File: config.mk
export PLATFORM = sky130hd
export DESIGN_NAME = itk_cordic
export DESIGN_NICKNAME = d
export VERILOG_FILES = /design/src/rtl/itk_pkg.sv /design/src/rtl/itk_cordic.sv
export SDC_FILE = /design/constraint.sdc
export NUM_CORES = 1
export LEC_CHECK = 0
export ABC_AREA = 1
export BUFFER_PORTS_ARGS = -buffer_cell sky130_fd_sc_hd__buf_4
export CORE_MARGIN = 1
export CORE_UTILIZATION = 59
export CTS_BUF_LIST = sky130_fd_sc_hd__clkbuf_16
export DETAILED_ROUTE_END_ITERATION = 12
export PLACE_DENSITY = 0.84
export SYNTH_ARGS = -nofsm -noshare
export SYNTH_HDL_FRONTEND = slang
export SYNTH_SLANG_ARGS = --single-unit
File: constraint.sdc
create_clock -name clk -period 6.6 [get_ports clk]
set_clock_uncertainty 0.2 [all_clocks]
set_input_delay 0.66 -clock clk [delete_from_list [all_inputs] [get_ports clk]]
set_output_delay 0.66 -clock clk [all_outputs]
set_load 0.02 [all_outputs]
File: src/rtl/itk_pkg.sv
// Package for the tilt Kalman filter: fixed constants, arctangent table and lane types.
// No dependencies; used by every module of the block.
`default_nettype none
package itk_pkg;
  localparam int TabLen = 24;
  localparam logic signed [31:0] Deg180 = 32'sd5898240;
  localparam logic [31:0] ProcessNoiseReset = 32'd66;
  localparam logic [31:0] MeasureNoiseReset = 32'd196608;
  localparam logic [0:0] RegProcessNoise = 1'b0;
  localparam logic [0:0] RegMeasureNoise = 1'b1;

  typedef enum logic [2:0] {
    S_IDLE, S_CORDIC, S_GAIN, S_DIV, S_UPD1, S_UPD2, S_OUT
  } itk_state_t;

  typedef struct packed {
    logic start;
    logic busy;
    logic done;
  } itk_ctrl_t;

  function automatic logic [20:0] atan_entry(input logic [4:0] i);
    logic [20:0] r;
    case (i)
      5'd0: r = 21'd1474560;
      5'd1: r = 21'd870484;
      5'd2: r = 21'd459940;
      5'd3: r = 21'd233473;
      5'd4: r = 21'd117189;
      5'd5: r = 21'd58652;
      5'd6: r = 21'd29333;
      5'd7: r = 21'd14667;
      5'd8: r = 21'd7334;
      5'd9: r = 21'd3667;
      5'd10: r = 21'd1833;
      5'd11: r = 21'd917;
      5'd12: r = 21'd458;
      5'd13: r = 21'd229;
      5'd14: r = 21'd115;
      5'd15: r = 21'd57;
      5'd16: r = 21'd29;
      5'd17: r = 21'd14;
      5'd18: r = 21'd7;
      5'd19: r = 21'd4;
      5'd20: r = 21'd2;
      5'd21: r = 21'd1;
      default: r = 21'd0;
    endcase
    return r;
  endfunction

  function automatic logic signed [31:0] clamp_angle(input logic signed [39:0] v);
    if (v > 40'(Deg180)) return Deg180;
    if (v < -40'(Deg180)) return -Deg180;
    return v[31:0];
  endfunction
endpackage
`default_nettype wire

File: src/rtl/itk_cordic.sv
// One CORDIC vectoring lane: atan2(y, x) in 1/32768 degree, one rotation per cycle.
// Depends on itk_pkg.
`default_nettype none
module itk_cordic #(
  parameter int CORDIC_STEPS = 16
) (
  input  wire logic clk,
  input  wire logic rst,
  input  wire itk_pkg::itk_ctrl_t ctrl_in,
  input  wire logic signed [15:0] y_in,
  input  wire logic signed [15:0] x_in,
  output logic done,
  output logic signed [31:0] angle
);
  import itk_pkg::*;
  localparam int StepW = $clog2(CORDIC_STEPS + 1);

  logic signed [43:0] x_r, y_r;
  logic signed [31:0] z_r;
  logic [StepW-1:0] step;
  logic running, zero_r;
  logic [4:0] idx;
  logic signed [43:0] xs, ys;
  logic signed [21:0] a;

  assign idx = 5'(step);
  assign xs = x_r >>> idx;
  assign ys = y_r >>> idx;
  assign a = $signed({1'b0, atan_entry(idx)});

  always_ff @(posedge clk) begin
    if (rst) begin
      running <= 1'b0;
      done <= 1'b0;
      step <= '0;
    end else begin
      done <= 1'b0;
      if (ctrl_in.start) begin
        running <= 1'b1;
        step <= '0;
      end else if (running) begin
        if (step == StepW'(CORDIC_STEPS - 1)) begin
          running <= 1'b0;
          done <= 1'b1;
        end
        step <= step + 1'b1;
      end
    end
  end

  always_ff @(posedge clk) begin
    if (ctrl_in.start) begin
      zero_r <= (x_in == 0) && (y_in == 0);
      if (x_in < 0) begin
        z_r <= (y_in >= 0) ? Deg180 : -Deg180;
        x_r <= -(44'(x_in) <<< 8);
        y_r <= -(44'(y_in) <<< 8);
      end else begin
        z_r <= '0;
        x_r <= 44'(x_in) <<< 8;
        y_r <= 44'(y_in) <<< 8;
      end
    end else if (running) begin
      if (y_r >= 0) begin
        x_r <= x_r + ys;
        y_r <= y_r - xs;
        z_r <= z_r + 32'(a);
      end else begin
        x_r <= x_r - ys;
        y_r <= y_r + xs;
        z_r <= z_r - 32'(a);
      end
    end
  end

  assign angle = zero_r ? '0 : clamp_angle(40'(z_r));
endmodule
`default_nettype wire

==> flow_metrics.env, run 1 <==
export IMPL_tightest_slew_ns=1.17
export IMPL_die_w_um=196
export IMPL_worstPathRequired_ns=6.60
export IMPL_critical_path_class="flip-flop to flip-flop"
export IMPL_syn_num_nets=3874
export IMPL_final_util=0.632
export IMPL_antenna_found_initial=7
export IMPL_gr_total_overflow=0
export IMPL_syn_to_final_growth_pct=5.02
export IMPL_vias=25487
export IMPL_final_nets=3844
export IMPL_fin_crit_sh=0.885
export IMPL_cts_setup_buffers=0
export IMPL_cp_slowest_cell="fa_1"
export IMPL_drt_first_iter_violations=2921
export IMPL_tns_ns=0
export IMPL_grt_max_degree=89
export IMPL_avgViaCountPerCell=6.15
export IMPL_place_inst=4109
export IMPL_path_max_fanout=66
export IMPL_crit_buf_inv=3
export IMPL_cpPeakStageDelay_ns=0.64
export IMPL_fmax_mhz=171
export IMPL_final_layout_size_suffix_gt1_frac=0.0678
export IMPL_yosys_warnings=0
export IMPL_drc=0
export IMPL_critPathArrivalTime_ns=5.84
export IMPL_io_buffers=67
export IMPL_cp_start_kind="flip-flop"
export IMPL_fin_cells=4142
export IMPL_clk_latency_ns=0.48
export IMPL_fin_ws_ns=0.760
export IMPL_hold_violations=0
export IMPL_drv_slew=0
export IMPL_crit_top_cell="nand2_1"
export IMPL_synth_ff_type="edfxtp_1"
export IMPL_fp_dieH_um=196
export IMPL_synth_edff_count=121
export IMPL_cts_buffers_inserted=17
export IMPL_postRouteAntennaNets=0
export IMPL_grt_usage=0.388
export IMPL_maxCapViolCount=0
export IMPL_period_minus_slack_ns=5.84
export IMPL_first_global_vias=22533
export IMPL_place_congestion=1.07
export IMPL_status="completed"
export IMPL_design_core_area_um2=36800
export IMPL_clkTransAtPathRegs_ns=0.07
export IMPL_ys_seq_area_frac=0.190
export IMPL_synth_cell_types=62
export IMPL_cts_sinks=149
export IMPL_grt_first_pass_wirelength_um=118000
export IMPL_clockBufferDepth=2
export IMPL_worstSetupEndpointType="flip-flop"
export IMPL_syn_cell_area_um2=22100
export IMPL_ios=70
export IMPL_routed_wl_um=75100
export IMPL_cts_resized=0
export IMPL_async_flop_share=0
export IMPL_wire_per_inst_um=18.1
export IMPL_avgSynthCellArea_um2=6.00
export IMPL_slew_headroom=0.217
export IMPL_start_util=0.601
export IMPL_finalSetupViolCount=0
export IMPL_hpwl_um=59900
export IMPL_min_path_type="primary input to flip-flop"
export IMPL_syn_inst=3690
export IMPL_ys_ff_latch=149
export IMPL_cts_root_buffer="clkbuf_16"
export IMPL_dpl_worst_slack_ns=1.03
export IMPL_crit_family="compound AO/OA/AOI/OAI gates"
export IMPL_rsz0062_at_grt="false"
export IMPL_htreeDepth=4
export IMPL_synth_area_top_cells="nand2_1 17%, edfxtp_1 16%, nand3_1 13%"
export IMPL_rows=70
export IMPL_cts_hold_buf=0
export IMPL_dr_pass1_iters=8
export IMPL_yosysTopAreaCell="nand2_1"
export IMPL_dieArea_um2=38300
export IMPL_synth_top_cell_area_share=0.174
export IMPL_cts_tree="built"
## layout make-up
type / count / area, um^2
timing repair buffer: 90 / 713
tap: 468 / 586
sequential: 149 / 4200
clock inverter: 14 / 113
fill: 3659 / 13500
multi-input combinational: 3048 / 15800
clock buffer: 18 / 450
inverter: 354 / 1330
antenna: 1 / 2.50
## final timing paths
| check | start | to | slack [ns] | depth (start not counted) |
|---|---|---|---|---|
| max | idx[0] | x_r[28] | 0.76 | 26 |
| min | rst | running | 0.18 | 2 |
| max reg2reg | idx[0] | x_r[28] | 0.76 | 26 |
| min reg2reg | idx[0] | idx[0] | 0.42 | 2 |
## registers in the layout, indices dropped and copies added (netlist names)
signal   flops
x_r         44
done         1
running      1
idx          5
z_r         32
zero_r       1
y_r         44
a           21
## layer usage
layer / up-vias / GRT usage / part of all wire
met3: 228 / 0.0875 / 0.11
met5: - / 0 / 0.00098
met1: 11452 / 0.505 / 0.41
li1: 12433 / - / -
met4: 12 / 0.187 / 0.051
met2: 1362 / 0.607 / 0.43
## placed cells by master, fill, tap and decap left out, types with 21 or more instances in the layout
| master | n |
|---|---|
| nand2_1 | 1027 |
| nand3_1 | 585 |
| inv_1 | 331 |
| nor2_1 | 312 |
| a21oi_1 | 256 |
| o21ai_0 | 194 |
| ha_1 | 144 |
| edfxtp_1 | 121 |
| buf_4 | 87 |
| nor3_1 | 69 |
| xor2_1 | 64 |
| a31oi_1 | 48 |
| xnor2_1 | 45 |
| nand2_2 | 36 |
| nand4_1 | 33 |
| o21ai_1 | 31 |
| o21a_1 | 25 |
| o211ai_1 | 24 |
| dfxtp_1 | 23 |
| nor2_2 | 21 |
## through the flow
step	cell area, um^2	hold slack [ns]
6_report	23200	0.180
5_1_grt	23200	0.187
4_1_cts	23200	0.167
3_5_place_dp	22700	0.411
3_3_place_gp	22700	0.409
2_1_floorplan	22100	0.441
## logic make-up after synthesis
family	count (synthesis)	share of synthesized area
AOI/OAI and AO/OA	646	0.164
xor gates and xnor gates	109	0.0431
adders and majority gates	147	0.0841
buffers and inverters	493	0.0948
DFF	149	0.190
and+or+nand+nor	2146	0.424
## cell usage after synthesis, types with 48 or more instances
cell type,instances
o21ai_0,194
nand2_1,1027
ha_1,144
edfxtp_1,121
nor2_1,312
a21oi_1,256
nor3_1,69
xor2_1,64
buf_2,50
a31oi_1,48
nand3_1,585
inv_1,334
clkbuf_1,49
Power of run 1 is not shown: default switching activity piles up to over one toggle a cycle in this logic, so the estimate is an artifact.
==> run 2: changes to the inputs <==
--- a/config.mk
+++ b/config.mk
@@ -5,13 +5,14 @@
 export SDC_FILE = /design/constraint.sdc
 export NUM_CORES = 1
 export LEC_CHECK = 0
-export ABC_AREA = 1
 export BUFFER_PORTS_ARGS = -buffer_cell sky130_fd_sc_hd__buf_4
+export CELL_PAD_IN_SITES_DETAIL_PLACEMENT = 2
+export CELL_PAD_IN_SITES_GLOBAL_PLACEMENT = 2
 export CORE_MARGIN = 1
-export CORE_UTILIZATION = 59
+export CORE_UTILIZATION = 44
 export CTS_BUF_LIST = sky130_fd_sc_hd__clkbuf_16
 export DETAILED_ROUTE_END_ITERATION = 12
-export PLACE_DENSITY = 0.84
+export PLACE_DENSITY = 0.95
 export SYNTH_ARGS = -nofsm -noshare
 export SYNTH_HDL_FRONTEND = slang
 export SYNTH_SLANG_ARGS = --single-unit
==> flow_metrics.env, run 2 <==
export IMPL_place_congestion=1.18
export IMPL_cts_buffers_inserted=17
export IMPL_start_util=0.445
export IMPL_async_flop_share=0
export IMPL_clockBufferDepth=2
export IMPL_cts_root_buffer="clkbuf_16"
export IMPL_yosys_warnings=0
export IMPL_cts_hold_buf=0
export IMPL_avgSynthCellArea_um2=8.50
export IMPL_yosysTopAreaCell="edfxtp_1"
export IMPL_tool_error="[ERROR DPL-0033] detailed placement checks failed during check placement."
export IMPL_status="aborted with a tool error"
export IMPL_syn_inst=2622
export IMPL_syn_cell_area_um2=22300
export IMPL_syn_num_nets=2806
export IMPL_htreeDepth=4
export IMPL_cts_setup_buffers=50
export IMPL_hpwl_um=110000
export IMPL_die_w_um=227
export IMPL_ys_ff_latch=149
export IMPL_synth_cell_types=91
export IMPL_io_buffers=67
export IMPL_ios=70
export IMPL_cts_sinks=149
export IMPL_ys_seq_area_frac=0.188
export IMPL_synth_commonest_cells="235 x nand2_1, 216 x nor2_1, 197 x o21ai_0"
export IMPL_fp_dieH_um=227
export IMPL_synth_area_top_cells="edfxtp_1 16%, mux4_2 10%, ha_1 8.1%"
export IMPL_rows=82
export IMPL_cts_resized=237
export IMPL_synth_edff_count=121
export IMPL_synthMostInstantiatedCell="nand2_1"
export IMPL_place_area_um2=25300
export IMPL_place_inst=3512
export IMPL_stop_stage="4_1_cts"
export IMPL_synth_ff_type="edfxtp_1"
export IMPL_synth_top_cell_area_share=0.163
run 2: stage by stage:
step / hold slack (ns) / util / setup slack [ns]
floorplan: 0.433 / - / 0.0387
global placement: 0.377 / 0.506 / 0.0328
detailed placement: 0.445 / 0.506 / -1.17
run 2: cell families after synthesis:
logic type,synth area share
XOR/XNOR,0.0876
flip-flops,0.188
buffers and inverters,0.0432
adder cells (fa/ha/maj),0.0835
AO/OA/AOI/OAI,0.235
AND/OR/NAND/NOR,0.178
multiplexers,0.185
==> run 3: changes to the inputs <==
==> config.mk (replaced) <==
export PLATFORM = sky130hd
export DESIGN_NAME = itk_cordic
export DESIGN_NICKNAME = d
export VERILOG_FILES = /design/src/rtl/itk_pkg.sv /design/src/rtl/itk_cordic.sv
export SDC_FILE = /design/constraint.sdc
export NUM_CORES = 1
export LEC_CHECK = 0
export BUFFER_PORTS_ARGS = -buffer_cell sky130_fd_sc_hd__buf_4
export CORE_MARGIN = 1
export CORE_UTILIZATION = 40
export DETAILED_ROUTE_END_ITERATION = 12
export PLACE_DENSITY_LB_ADDON = 0.15
export SYNTH_ARGS = -nofsm -noshare
export SYNTH_HDL_FRONTEND = slang
export SYNTH_SLANG_ARGS = --single-unit
==> flow_metrics.env, run 3 <==
export IMPL_status="completed"
export IMPL_critPathArrivalTime_ns=6.49
export IMPL_routed_wl_um=101000
export IMPL_async_flop_share=0
export IMPL_worstPathRequired_ns=6.65
export IMPL_fmax_mhz=155
export IMPL_synthMostInstantiatedCell="nand2_1"
export IMPL_slew_headroom=0.222
export IMPL_grt_max_degree=83
export IMPL_ir_worst_vdd_mv=0.281
export IMPL_final_common_cell="buf_4"
export IMPL_critical_path_class="flip-flop to flip-flop"
export IMPL_io_buffers=67
export IMPL_synth_cell_types=91
export IMPL_cts_root_buffer="clkbuf_16"
export IMPL_cts_buffers_inserted=17
export IMPL_min_path_cells=2
export IMPL_final_util=0.523
export IMPL_clk_latency_ns=0.52
export IMPL_place_congestion=1.03
export IMPL_hpwl_um=80800
export IMPL_period_minus_slack_ns=6.44
export IMPL_rows=86
export IMPL_syn_num_nets=2806
export IMPL_powerDensity_nw_per_um2=682
export IMPL_cts_hold_buf=0
export IMPL_min_path_type="primary input to flip-flop"
export IMPL_grt_first_pass_wirelength_um=149000
export IMPL_clockBufferDepth=2
export IMPL_fin_area_um2=28800
export IMPL_start_util=0.405
export IMPL_synth_area_top_cells="edfxtp_1 16%, mux4_2 10%, ha_1 8.1%"
export IMPL_cts_sinks=149
export IMPL_drv_slew=0
export IMPL_first_global_vias=23322
export IMPL_reg2reg_from="idx[1]"
export IMPL_final_nets=3334
export IMPL_maxCapViolCount=0
export IMPL_synth_edff_count=121
export IMPL_drt_first_iter_violations=2270
export IMPL_hold_violations=0
export IMPL_fp_dieH_um=238
export IMPL_clkTransAtPathRegs_ns=0.08
export IMPL_syn_inst=2622
export IMPL_final_layout_size_suffix_gt1_frac=0.305
export IMPL_postRouteAntennaNets=0
export IMPL_avgViaCountPerCell=6.19
export IMPL_path_max_fanout=10
export IMPL_final_cell_mix="633 x buf_4, 234 x nand2_1, 214 x nor2_1"
export IMPL_fin_crit_sh=0.976
export IMPL_crit_path_start="idx[1]"
export IMPL_cts_tree="built"
export IMPL_synth_ff_type="edfxtp_1"
export IMPL_multiInputGateArea_um2=17500
export IMPL_htreeDepth=4
export IMPL_antenna_found_initial=2
export IMPL_syn_to_final_growth_pct=29.4
export IMPL_wire_per_inst_um=25.9
export IMPL_hp_start="rst"
export IMPL_yosys_warnings=0
export IMPL_die_w_um=238
export IMPL_ys_ff_latch=149
export IMPL_synth_top_cell_area_share=0.163
export IMPL_dieArea_um2=56700
export IMPL_yosysTopAreaCell="edfxtp_1"
export IMPL_avgSynthCellArea_um2=8.50
export IMPL_gr_total_overflow=0
export IMPL_cp_start_kind="flip-flop"
export IMPL_worstSetupEndpointType="flip-flop"
export IMPL_place_area_um2=27500
export IMPL_fin_cells=3913
export IMPL_leakage_uw=0.0120
export IMPL_fill_cells=5296
export IMPL_dr_pass1_iters=6
export IMPL_syn_cell_area_um2=22300
export IMPL_vias=24230
export IMPL_reg_top3="x_r: 44 flops, y_r: 44 flops, z_r: 32 flops"
export IMPL_synth_commonest_cells="235 x nand2_1, 216 x nor2_1, 197 x o21ai_0"
export IMPL_ios=70
export IMPL_ys_seq_area_frac=0.188
export IMPL_tightest_slew_ns=1.16
export IMPL_p_total_uw=19700
export IMPL_design_core_area_um2=55100
export IMPL_seq_area_um2=4210
export IMPL_place_inst=3856
export IMPL_grt_usage=0.354
export IMPL_reg2reg_depth=24
export IMPL_finalSetupViolCount=0
export IMPL_drc=0
-- run 3: final cells by class --
cell class | instances | share of cell area
well taps | 748 | 0.0325
multi-input cells | 2249 | 0.608
clock inverters | 13 | 0.00508
clock buffers | 19 | 0.0161
repair buffers | 659 | 0.183
inverters | 74 | 0.00963
flip-flops and latches | 149 | 0.146
diodes | 2 | 0.000174
-- run 3: timing repair --
item                                    CTS  global route
setup buffers                             5            16
endpoints found under the setup margin   18            31
resized for setup                        21            76
cloned                                    1             2
pin swaps                                 3            24
-- run 3: worst paths after layout --
| kind | end | slack [ns] |
|---|---|---|
| hold reg to reg | running | 0.41 |
| setup reg to reg | x_r[37] | 0.16 |
| setup / recovery | x_r[37] | 0.16 |
| hold / removal | running | 0.10 |
-- run 3: worst max-delay path, stage by stage (launching register included) --
cell and delay [ns]:
dfxtp_4 0.37, buf_12 0.15, bufbuf_16 0.31, mux4_2 0.53
mux4_2 0.50, or2_2 0.33, a21oi_2 0.15, nand4_1 0.22
or4_1 0.58, buf_4 0.19, nand2_1 0.09, xnor2_1 0.13
buf_4 0.17, ha_1 0.27, a21oi_1 0.15, o21ai_0 0.11
buf_4 0.18, a221oi_4 0.33, a21oi_2 0.14, o31a_1 0.27
o21ai_1 0.26, buf_4 0.18, nand2_1 0.07, xnor2_1 0.23
nor2_1 0.06
-- run 3: power by group --
| part | switching (uW) | internal [uW] |
|---|---|---|
| combinational | 8540 | 7700 |
| clock | 559 | 538 |
| sequential | 643 | 1690 |
| total | 9740 | 9930 |
-- run 3: per-layer routing --
metal  GRT usage  vias to the layer above  part of all wire
met3      0.0577                      222             0.071
met2       0.581                     1040              0.46
met4       0.159                        0             0.047
li1            -                    11066                 -
met1       0.458                    11902              0.42
met5           0                        -                 0
-- run 3: cell families (layout without fill, tap and decap cells) --
logic type,after synthesis,in the layout,synth area share
adder cells (fa/ha/maj),147,147,0.0835
multiplexers,275,275,0.185
other,0,2,0
XOR/XNOR,223,223,0.0876
flip-flops,149,149,0.188
buffers and inverters,224,765,0.0432
AND/OR/NAND/NOR,810,810,0.178
AO/OA/AOI/OAI,794,794,0.235
-- run 3: metrics by stage --
stage | hold WS [ns] | TNS [ns] | worst slack [ns]
5_1_grt | 0.101 | -0.146 | -0.0484
3_5_place_dp | 0.393 | -1.86 | -0.275
2_1_floorplan | 0.433 | 0 | 0.0387
6_report | 0.105 | 0 | 0.160
3_3_place_gp | 0.397 | -1.13 | -0.160
4_1_cts | 0.0761 | 0 | 0.00961
Note: power is estimated with default switching activity, not from simulation.
